## config.mk

```make
export PLATFORM = sky130hd
export DESIGN_NAME = drs_cell
export DESIGN_NICKNAME = d
export VERILOG_FILES = /design/src/design/drs_pkg.sv /design/src/design/drs_cell.sv
export SDC_FILE = /design/constraint.sdc
export NUM_CORES = 1
export LEC_CHECK = 0
export ABC_AREA = 1
export BUFFER_PORTS_ARGS = -buffer_cell sky130_fd_sc_hd__buf_4
export CORE_UTILIZATION = 30
export DETAILED_ROUTE_END_ITERATION = 10
export PLACE_DENSITY = 0.55
export SETUP_SLACK_MARGIN = 0.5
export SLEW_MARGIN = 30
export SYNTH_ARGS = -nofsm -noshare
export SYNTH_HDL_FRONTEND = slang
export SYNTH_SLANG_ARGS = --single-unit
```

## constraint.sdc

```tcl
create_clock -name clk -period 11.3 [get_ports clk]
set_input_delay 1.13 -clock clk [delete_from_list [all_inputs] [get_ports clk]]
set_output_delay 1.13 -clock clk [all_outputs]
set_load 0.02 [all_outputs]
```

## src/design/drs_pkg.sv

```systemverilog
// Package for the disk request scheduler: sizes, payload words, codes and
// the control and candidate structs shared by the cell row and the top level.
// No dependencies.
`default_nettype none
package drs_pkg;

  localparam int MAX_REQ = 32;
  localparam int IDX_W   = $clog2(MAX_REQ);
  localparam int CNT_W   = $clog2(MAX_REQ + 1);
  localparam int REM_W   = $clog2(MAX_REQ + 3);
  localparam int CYL_W   = 16;
  localparam int TRV_W   = 22;
  localparam int KEY_W   = CYL_W + IDX_W;

  // Register index taken from paddr[2]
  localparam logic REG_POLICY = 1'b0;
  localparam logic REG_CYLCNT = 1'b1;

  localparam logic [CYL_W-1:0] CYLCNT_RESET = 16'd5000;

  typedef enum logic [1:0] {
    POL_FCFS  = 2'd0,
    POL_SSTF  = 2'd1,
    POL_CSCAN = 2'd2,
    POL_LOOK  = 2'd3
  } policy_t;

  // Selection rule applied by every cell during a scan
  typedef enum logic [2:0] {
    M_FCFS,
    M_SSTF,
    M_UP,
    M_LOW,
    M_DOWN
  } mode_t;

  typedef enum logic [1:0] {
    ST_IDLE,
    ST_SCAN,
    ST_EMIT
  } state_t;

  typedef struct packed {
    logic [CYL_W-1:0] cylinder;
    logic             last;
  } req_t;

  typedef struct packed {
    logic [CYL_W-1:0] served_cylinder;
    logic [TRV_W-1:0] travel_so_far;
    logic             final_res;
    logic             overflowed;
    logic             none_served;
  } res_t;

  // Broadcast from the sequencer to every cell
  typedef struct packed {
    mode_t            mode;
    logic [CYL_W-1:0] start;
    logic [CYL_W-1:0] cur;
    logic [CNT_W-1:0] count;
    logic             clear;
    logic             mark;
    logic [IDX_W-1:0] mark_idx;
  } ctl_t;

  // Best candidate handed from cell to cell
  typedef struct packed {
    logic             found;
    logic [KEY_W-1:0] key;
    logic [IDX_W-1:0] idx;
    logic [CYL_W-1:0] cyl;
  } best_t;

endpackage
`default_nettype wire

```

## src/design/drs_cell.sv

```systemverilog
// One cell of the request row: holds a request and its served mark and
// forwards the best pending candidate seen so far to its neighbor.
// Depends on drs_pkg.
`default_nettype none
module drs_cell (
  input  wire logic                      clk,
  input  wire logic                      rst_n,
  input  wire logic [drs_pkg::IDX_W-1:0] cell_idx,
  input  wire logic                      load,
  input  wire logic [drs_pkg::CYL_W-1:0] load_cyl,
  input  wire drs_pkg::ctl_t             ctl,
  input  wire drs_pkg::best_t            best_in,
  output drs_pkg::best_t                 best_out
);
  import drs_pkg::*;

  logic [CYL_W-1:0] cyl_r;
  logic             served_r;
  best_t            best_r;

  logic             valid;
  logic             elig;
  logic [CYL_W-1:0] span;
  logic [KEY_W-1:0] own_key;
  best_t            best_nxt;

  // Hold the request
  always_ff @(posedge clk) begin
    if (load) begin
      cyl_r <= load_cyl;
    end
  end

  // Set on selection, drop at batch end
  always_ff @(posedge clk) begin
    if (!rst_n || ctl.clear) begin
      served_r <= 1'b0;
    end else if (ctl.mark && ctl.mark_idx == cell_idx) begin
      served_r <= 1'b1;
    end
  end

  // Key and eligibility under the current rule
  always_comb begin
    valid = CNT_W'(cell_idx) < ctl.count;
    span  = (cyl_r >= ctl.cur) ? cyl_r - ctl.cur : ctl.cur - cyl_r;
    elig  = valid && !served_r;
    case (ctl.mode)
      M_FCFS: own_key = {{CYL_W{1'b0}}, cell_idx};
      M_SSTF: own_key = {span, cell_idx};
      M_UP: begin
        own_key = {cyl_r, cell_idx};
        elig    = elig && (cyl_r >= ctl.start);
      end
      M_LOW: begin
        own_key = {cyl_r, cell_idx};
        elig    = elig && (cyl_r < ctl.start);
      end
      M_DOWN: begin
        own_key = {~cyl_r, ~cell_idx};
        elig    = elig && (cyl_r < ctl.start);
      end
      default: begin
        own_key = {cyl_r, cell_idx};
        elig    = 1'b0;
      end
    endcase
    best_nxt = best_in;
    if (elig && (!best_in.found || own_key < best_in.key)) begin
      best_nxt.found = 1'b1;
      best_nxt.key   = own_key;
      best_nxt.idx   = cell_idx;
      best_nxt.cyl   = cyl_r;
    end
  end

  // Advance the candidate one cell
  always_ff @(posedge clk) begin
    if (!rst_n) begin
      best_r <= '0;
    end else begin
      best_r <= best_nxt;
    end
  end

  assign best_out = best_r;

endmodule
`default_nettype wire

```

# Yosys cells after proc, flatten, opt, wreduce, memory -nomap -nowiden
# Cells that the tools add are included.
totals:
  mem_count: 0
  inputBits: 115
  ram_bits: 0
  elab_cells: 37
  regBits: 60
  out_inout_bits: 43
  mem_bits_ro: 0
  latchBits: 0
op_classes:
  shifts: 0
  bitwise: 2
  n_addsub: 2
  n_eq_ne: 5
  multipliers: 0
  div: 0
  n_lt_le_gt_ge: 5
  reduce_logical: 13
  mux: 4
op_table:
  columns: ["op", "n"]
  rows:
  - ["one-hot mux 21 bit (3 select lines)", 1]
  - ["two-way mux 43 bit", 1]
  - ["greater-or-equal comparator 16 bit", 2]
  - ["subtractor 16 bit", 2]
  - ["< comparator 21 bit", 1]
  - ["< comparator 16 bit", 1]
  - ["two-way mux 16 bit", 1]
  - ["inverter 16 bit", 1]
  - ["equality test 3 x 2 -> 1 bit, second input constant", 2]
  - ["< comparator 5 x 6 -> 1 bit", 1]
  - ["equality test 5 bit", 1]
  - ["logical AND 1 bit", 5]
  - ["inverter 5 bit", 1]
  - ["OR reduction 2 bit", 2]
  - ["equality test 3 x 1 -> 1 bit, second input constant", 1]
  - ["equality test 3 bit, second input constant", 1]
  - ["logical NOT 1 bit", 3]
  - ["logical NOT 3 bit", 1]
  - ["one-hot mux 1 bit (3 select lines)", 1]
  - ["logical OR 1 bit", 2]

# Logic depth before layout (Yosys ltp)
# Gate-level depths: netlist of the first run.
depth:
  word_depth: 7
  depth_mapped: 33
  ltp_nobuf: 30

# Worst setup path before layout of the first run
# No wires, ideal clock.
synth_timing:
  path_type: "input port to flip-flop"
  start: "input ctl[13] (netlist bit)"
  end: "register best_r, in the netlist best_out[37]"
  path_buffers: 2
  setup_ps: 114
  arrival_time_ps: 4093
  path_slack_ps: 7093
  path_stages: 27
  required_ps: 11186
  cell_sequence: "ha_1 inv_1 fa_1 nand3_2 nand3_2 nand2_1 nand3_2 a21oi_2 nand2_1 nand3_1 nand2_1 nand2_1 inv_1 ha_1 nand2_1 inv_1 nor2_1 o21a_1 nand2_1 a21oi_1 nand2_1 nand2_1 nand3_2 buf_4 buf_4 a21oi_1 nor2_1"
synth_via:
  elab_chain_cells: 7
  elab_cells_between_ends: 9
  classes_between: "2 x add/sub; 2 x order compare; 3 x mux; 2 x reduce/logical"
synth_rtl:
  columns: ["element", "line", "rtl"]
  rows:
  - ["from (decl)", "drs_cell.sv:11", "input wire drs_pkg::ctl_t ctl,"]
  - ["subtractor 16 bit or greater-or-equal comparator 16 bit (tied branches)", "drs_cell.sv:46", "span = (cyl_r >= ctl.cur) ? cyl_r - ctl.cur : ctl.cur - cyl_r;"]
  - ["two-way mux 16 bit *", "drs_cell.sv:46", null]
  - ["one-hot mux 21 bit (3 select lines) *", "drs_cell.sv:48", "case (ctl.mode)"]
  - ["< comparator 21 bit", "drs_cell.sv:69", "if (elig && (!best_in.found || own_key < best_in.key)) begin"]
  - ["logical OR 1 bit", "drs_cell.sv:69", null]
  - ["logical AND 1 bit", "drs_cell.sv:69", null]
  - ["two-way mux 43 bit *", "drs_cell.sv:69", null]
  - ["to (signal assigned)", "drs_cell.sv:82", "best_r <= best_nxt;"]
  - ["to (decl)", "drs_cell.sv:19", "best_t best_r;"]
# Every way passes the cells marked *; elsewhere a longest branch is shown, timed or not.
# A chain may end at the register's enable or synchronous reset.

# Worst setup path after layout of the first run
layout_timing:
  start: "input ctl[13] (netlist bit)"
  end: "register best_r, in the netlist best_out[8]"
layout_via:
  elab_chain_cells: 7
  elab_cells_between_ends: 9
  classes_between: "2 x add/sub; 2 x order compare; 3 x mux; 2 x reduce/logical"
layout_rtl:
  columns: ["element", "line"]
  rows:
  - ["subtractor 16 bit or greater-or-equal comparator 16 bit (tied branches)", "drs_cell.sv:46"]
  - ["two-way mux 16 bit *", "drs_cell.sv:46"]
  - ["one-hot mux 21 bit (3 select lines) *", "drs_cell.sv:48"]
  - ["< comparator 21 bit *", "drs_cell.sv:69"]
  - ["logical OR 1 bit *", "drs_cell.sv:69"]
  - ["logical AND 1 bit *", "drs_cell.sv:69"]
  - ["two-way mux 43 bit *", "drs_cell.sv:69"]
# Marked as above.

==> results of run 1 <==
through the flow:
| step | total power [µW] | setup slack, ns |
|---|---|---|
| final | 893.2 | 6.696 |
| after global routing | 955.4 | 6.143 |
| after detailed placement | 619.5 | 6.345 |
| after global placement | 618.3 | 6.440 |
| after CTS | 901.4 | 6.690 |
| after floorplan | 500.6 | 7.093 |
state kept, by name, summed over array words and instances, names as in the netlist:
register and cells:
served_r 1, best_out 43, cyl_r 16
report_power, final:
group          total, µW  switching, µW  internal [µW]
clock                279           97.0            182
combinational        351            214            137
sequential           264           20.0            244
synth_stat cells, types with 2 or more instances:
cell type | number | area share (%)
a21oi_1 | 70 | 5.9
inv_1 | 172 | 11
nand4_1 | 9 | 0.94
clkbuf_1 | 7 | 0.44
nand3_2 | 13 | 2.2
xor2_1 | 15 | 2.2
nor3_1 | 5 | 0.42
nand3_1 | 45 | 3.8
xnor2_1 | 4 | 0.59
nand3b_1 | 2 | 0.25
a221oi_1 | 2 | 0.29
fa_1 | 2 | 0.67
and2_1 | 2 | 0.21
dfxtp_1 | 44 | 15
edfxtp_1 | 16 | 8.1
nand2_2 | 9 | 0.94
inv_2 | 6 | 0.38
ha_1 | 71 | 15
nor2_1 | 61 | 3.8
o22ai_1 | 2 | 0.21
nor2_2 | 3 | 0.31
o21ai_0 | 20 | 1.7
a21boi_0 | 5 | 0.63
nand2_4 | 3 | 0.57
a21oi_2 | 7 | 1.0
o21a_1 | 3 | 0.38
buf_6 | 7 | 1.3
nand2_1 | 313 | 20
buf_2 | 2 | 0.17
buf_4 | 6 | 0.76
cells by family after synthesis:
family | Yosys count | share of synthesized area, %
AOI/OAI and AO/OA | 113 | 10.55
xor gates and xnor gates | 19 | 2.791
adders and majority gates | 73 | 15.57
buffers and inverters | 202 | 14.29
DFF | 60 | 22.83
muxes | 1 | 0.1679
and+or+nand+nor | 468 | 33.80
worst max-delay path, delay by kind of cell:
| family | cells | cell delay [ns] |
|---|---|---|
| adder cells (fa/ha/maj) | 3 | 0.92 |
| AND/OR/NAND/NOR | 17 | 1.51 |
| AO/OA/AOI/OAI | 2 | 0.55 |
| buffers and inverters | 4 | 0.70 |
area by class of cell:
cell class | count | area [µm²]
fillers | 2144 | 11860
clock inverters | 4 | 47.55
repair buffers | 158 | 1186
clock buffers | 12 | 256.5
multi-input cells | 674 | 3752
flip-flops and latches | 60 | 1361
inverters | 179 | 671.9
well taps | 265 | 331.6
routing by layer:
metal / vias up / GRT usage, %
met5: - / 0
met4: 0 / 4.414
met1: 2661 / 26.11
met3: 14 / 3.622
li1: 3198 / -
met2: 162 / 32.94
worst paths after layout:
path | start | endpoint | cells after the start
worst max-delay path | ctl[13] | best_out[8] | 26
worst min-delay path | served_r | served_r | 2
worst max register to register | cyl_r[0] | best_out[8] | 26
worst min register to register | served_r | served_r | 2
==> impl_metrics.ini, run 1 <==
[power]
cellPowerDensity_nw_per_um2 = 117.4
leakage_uw = 0.004298
ir_worst_vdd_uv = 72.97

[global_routing]
grt_max_degree = 56
grt_pass1_vias = 5869
grt_util_all_layers_pct = 19.70
grt_pass1_wl_um = 30390
antenna_found_initial = 0
grt-ovfl-total = 0

[final_layout]
fin_area_um2 = 7607
final_cell_count_no_fill = 1352
drive_above_1_share_pct = 19.96
final_common_cell = nand2_1
antenna_cells = 0
final_cell_mix = nand2_1 (313), inv_1 (171), buf_4 (158)
utilization_pct = 39.09
finalNetCount = 1270
syn_to_final_growth_pct = 27.57

[clock_network]
clk_path_buf_depth = 2
insertion_delay_ns = 0.33
cts_tree = built
clk_pin_slew_ns = 0.05
h-tree-depth = 3
cts_hold_buf = 0
cts_made_buffers = 9
cts_root_buffer = clkbuf_16
postCtsSetupRepairBufs = 0
cts.sinks = 60
post_cts_resized = 0

[critical_path]
slowest_stage = buf_4
crit_required_ns = 11.54
cpMostUsedCell = nand2_1
critPathCaptureType = flop
critPathKind = in2reg
worstPathArrival_ns = 4.84
r2r_slack_ns = 6.92
critPathLaunchType = input port
slowest_delay_ns = 0.48
worst-path-max-fanout = 55

[route]
drt_wl_total_um = 19170
via_per_inst = 4.464
postRouteAntennaNets = 0
routed.top_layer = met4
first_pass_iters = 5
vias = 6035
wl_met1_um = 9167
routedWlPerCell_um = 14.18
dr_wl_met3_um = 958
dr_wl_met2_um = 8821
drtIter0Drc = 269
drc_errors = 0

[yosys]
synth.avg_cell_area_um2 = 6.371
synth-warning-count = 0
synthArstFlopShare_pct = 0
synth_seq_cells = 60
synth.distinct_cells = 40
synth_edf_count = 16
syn_area_um2 = 5963
postSynthCellCount = 936
synthFlopType = dfxtp_1
synth_seq_area_share_pct = 22.83
syn-num-nets = 1124

[floorplan]
die_x_um = 143.0
die_y_um = 143.0
ios = 158
row_count = 51
initial_utilization_pct = 30.64
core_um2 = 19460
dieArea_um2 = 20440

[sta]
slew_violations = 0
grt_setup_unrepaired = no
max_freq_mhz = 217.2
hold_slack_ns = 0.5632
worst_slew_pin_slew_ns = 0.8555
hold_violations = 0
max_slew_margin_pct = 42.61
min_period_ns = 4.604
period_share_pct = 40.74
fin_skew_ns = 0.007772
setup_viol = 0
tns_ns = 0

[place]
io_buffers = 157
dp.cells = 1336
dp.final_hpwl_um = 15660
dpl_cell_area_um2 = 7303
place.gp.congestion = 0.8671

[outcome]
status = finished clean

[min_path]
hold_class = reg2reg

[run]
maxCapViolCount = 0
Note: power is estimated with default switching activity, not from simulation.
==> run 2, diff against run 1 <==
==> constraint.sdc (replaced) <==
create_clock -name clk -period 4.7 [get_ports clk]
set_input_delay 0.47 -clock clk [delete_from_list [all_inputs] [get_ports clk]]
set_output_delay 0.47 -clock clk [all_outputs]
set_load 0.02 [all_outputs]
==> impl_metrics.ini, run 2 (synthesis gave the netlist of run 1 again) <==
[floorplan]
initial_utilization_pct = 30.64
core_um2 = 19460
dieArea_um2 = 20440
die_y_um = 143.0
row_count = 51
ios = 158
die_x_um = 143.0

[sta]
worst_slew_pin_slew_ns = 0.8961
min_period_ns = 3.846
max_slew_margin_pct = 39.89
hold_violations = 0
period_share_pct = 81.82
timing.final.ws_setup_ns = 0.8544
slew_violations = 0
grt_setup_unrepaired = no
tns_ns = 0
fin_skew_ns = 0.009858
max_freq_mhz = 260.0
setup_viol = 0

[clock_network]
clk_path_buf_depth = 2
h-tree-depth = 3
cts_hold_buf = 0
insertion_delay_ns = 0.34
cts_made_buffers = 9
cts.sinks = 60
cts_root_buffer = clkbuf_16
cts_tree = built
clk_pin_slew_ns = 0.06

[critical_path]
slowest_stage = fa_2
r2r_slack_ns = 0.85
critPathKind = reg2reg
critPathLaunchType = flop
crit_required_ns = 4.93
slowest_delay_ns = 0.40
worstPathArrival_ns = 4.08
worst-path-max-fanout = 7
critPathCaptureType = flop
cpMostUsedCell = nand2_1

[run]
maxCapViolCount = 0

[global_routing]
antenna_found_initial = 0
grt_pass1_vias = 5962
grt_max_degree = 56
grt-ovfl-total = 0
grt_pass1_wl_um = 31330
grt_util_all_layers_pct = 20.47

[power]
leakage_uw = 0.004486
ir_worst_vdd_uv = 238.1
cellPowerDensity_nw_per_um2 = 286.0

[place]
pre_cts_ws_ns = 0.4569
place.gp.congestion = 0.9100
io_buffers = 157
dpl_cell_area_um2 = 7421
dp.final_hpwl_um = 16470
dp.cells = 1352

[route]
postRouteAntennaNets = 0
drtIter0Drc = 368
drc_errors = 0
first_pass_iters = 5
drt_wl_total_um = 21120
via_per_inst = 4.546
routedWlPerCell_um = 15.27
vias = 6287

[final_layout]
multi_input_area_um2 = 3841
final_cell_mix = nand2_1 (313), buf_4 (181), inv_1 (171)
largest_reg_flops = 43
fillers = 2091
syn_to_final_growth_pct = 34.83
fin_area_um2 = 8040
final_common_cell = nand2_1
finalNetCount = 1301
regArea_um2 = 1361
drive_above_1_share_pct = 23.35
final_cell_count_no_fill = 1383
antenna_cells = 0

[outcome]
status = finished clean

[min_path]
hold_class = in2reg
run 2: cell types whose count changed in the layout (fill, tap and decap cells not counted), sizes merged:
cell	change
clkinv	+1
bufinv	+1
clkbuf	+1
inv	+1
buf	+27
run 2: metal layers:
| metal | track usage, % | vias up | part of all wire [%] |
|---|---|---|---|
| met4 | 5.942 | 0 | 2.0 |
| met3 | 5.131 | 27 | 6.5 |
| met1 | 27.15 | 2799 | 48 |
| met2 | 32.55 | 191 | 44 |
| met5 | 0 | - | 0 |
| li1 | - | 3270 | - |
run 2: worst paths after layout:
kind,startpoint,cells after the start,endpoint
setup reg to reg,cyl_r[0],28,best_out[39]
hold reg to reg,served_r,2,served_r
hold / removal,ctl[6],2,served_r
setup / recovery,cyl_r[0],28,best_out[39]
run 2: layout make-up:
cell class,count,area share [%]
multi-input combinational,674,47.77
timing repair buffer,188,18.61
sequential,60,16.93
inverter,179,8.512
tap,265,4.124
clock buffer,10,2.848
clock inverter,6,1.089
timing repair inverter,1,0.1089
run 2: critical path: cells and delay by family (launching register included):
| family | cells | cell delay, ns |
|---|---|---|
| flops | 1 | 0.38 |
| simple gates | 15 | 1.25 |
| buf+inv | 6 | 0.65 |
| fa+ha+maj | 3 | 0.88 |
| compound gates | 4 | 0.57 |
run 2: report_power, final:
part	total [µW]	internal, µW	switching (µW)
clock	714	464	250
combinational	969	392	577
sequential	616	586	30.7
run 2: what timing repair did:
| action | in CTS | in global routing |
|---|---|---|
| setup endpoints to repair | 40 | 42 |
| cloned | 0 | 6 |
| pin swaps | 0 | 3 |
| setup buffers | 0 | 9 |
| resized for setup | 2 | 27 |
run 2: through the flow:
stage | utilization [%] | total power [µW] | hold WS (ns)
floorplan | - | 1204 | 0.4875
global placement | 38.13 | 1505 | 0.5205
detailed placement | 38.13 | 1506 | 0.5199
CTS | 39.79 | 2231 | 0.2827
global route | 41.31 | 2454 | 0.2937
finish | 41.31 | 2300 | 0.2940
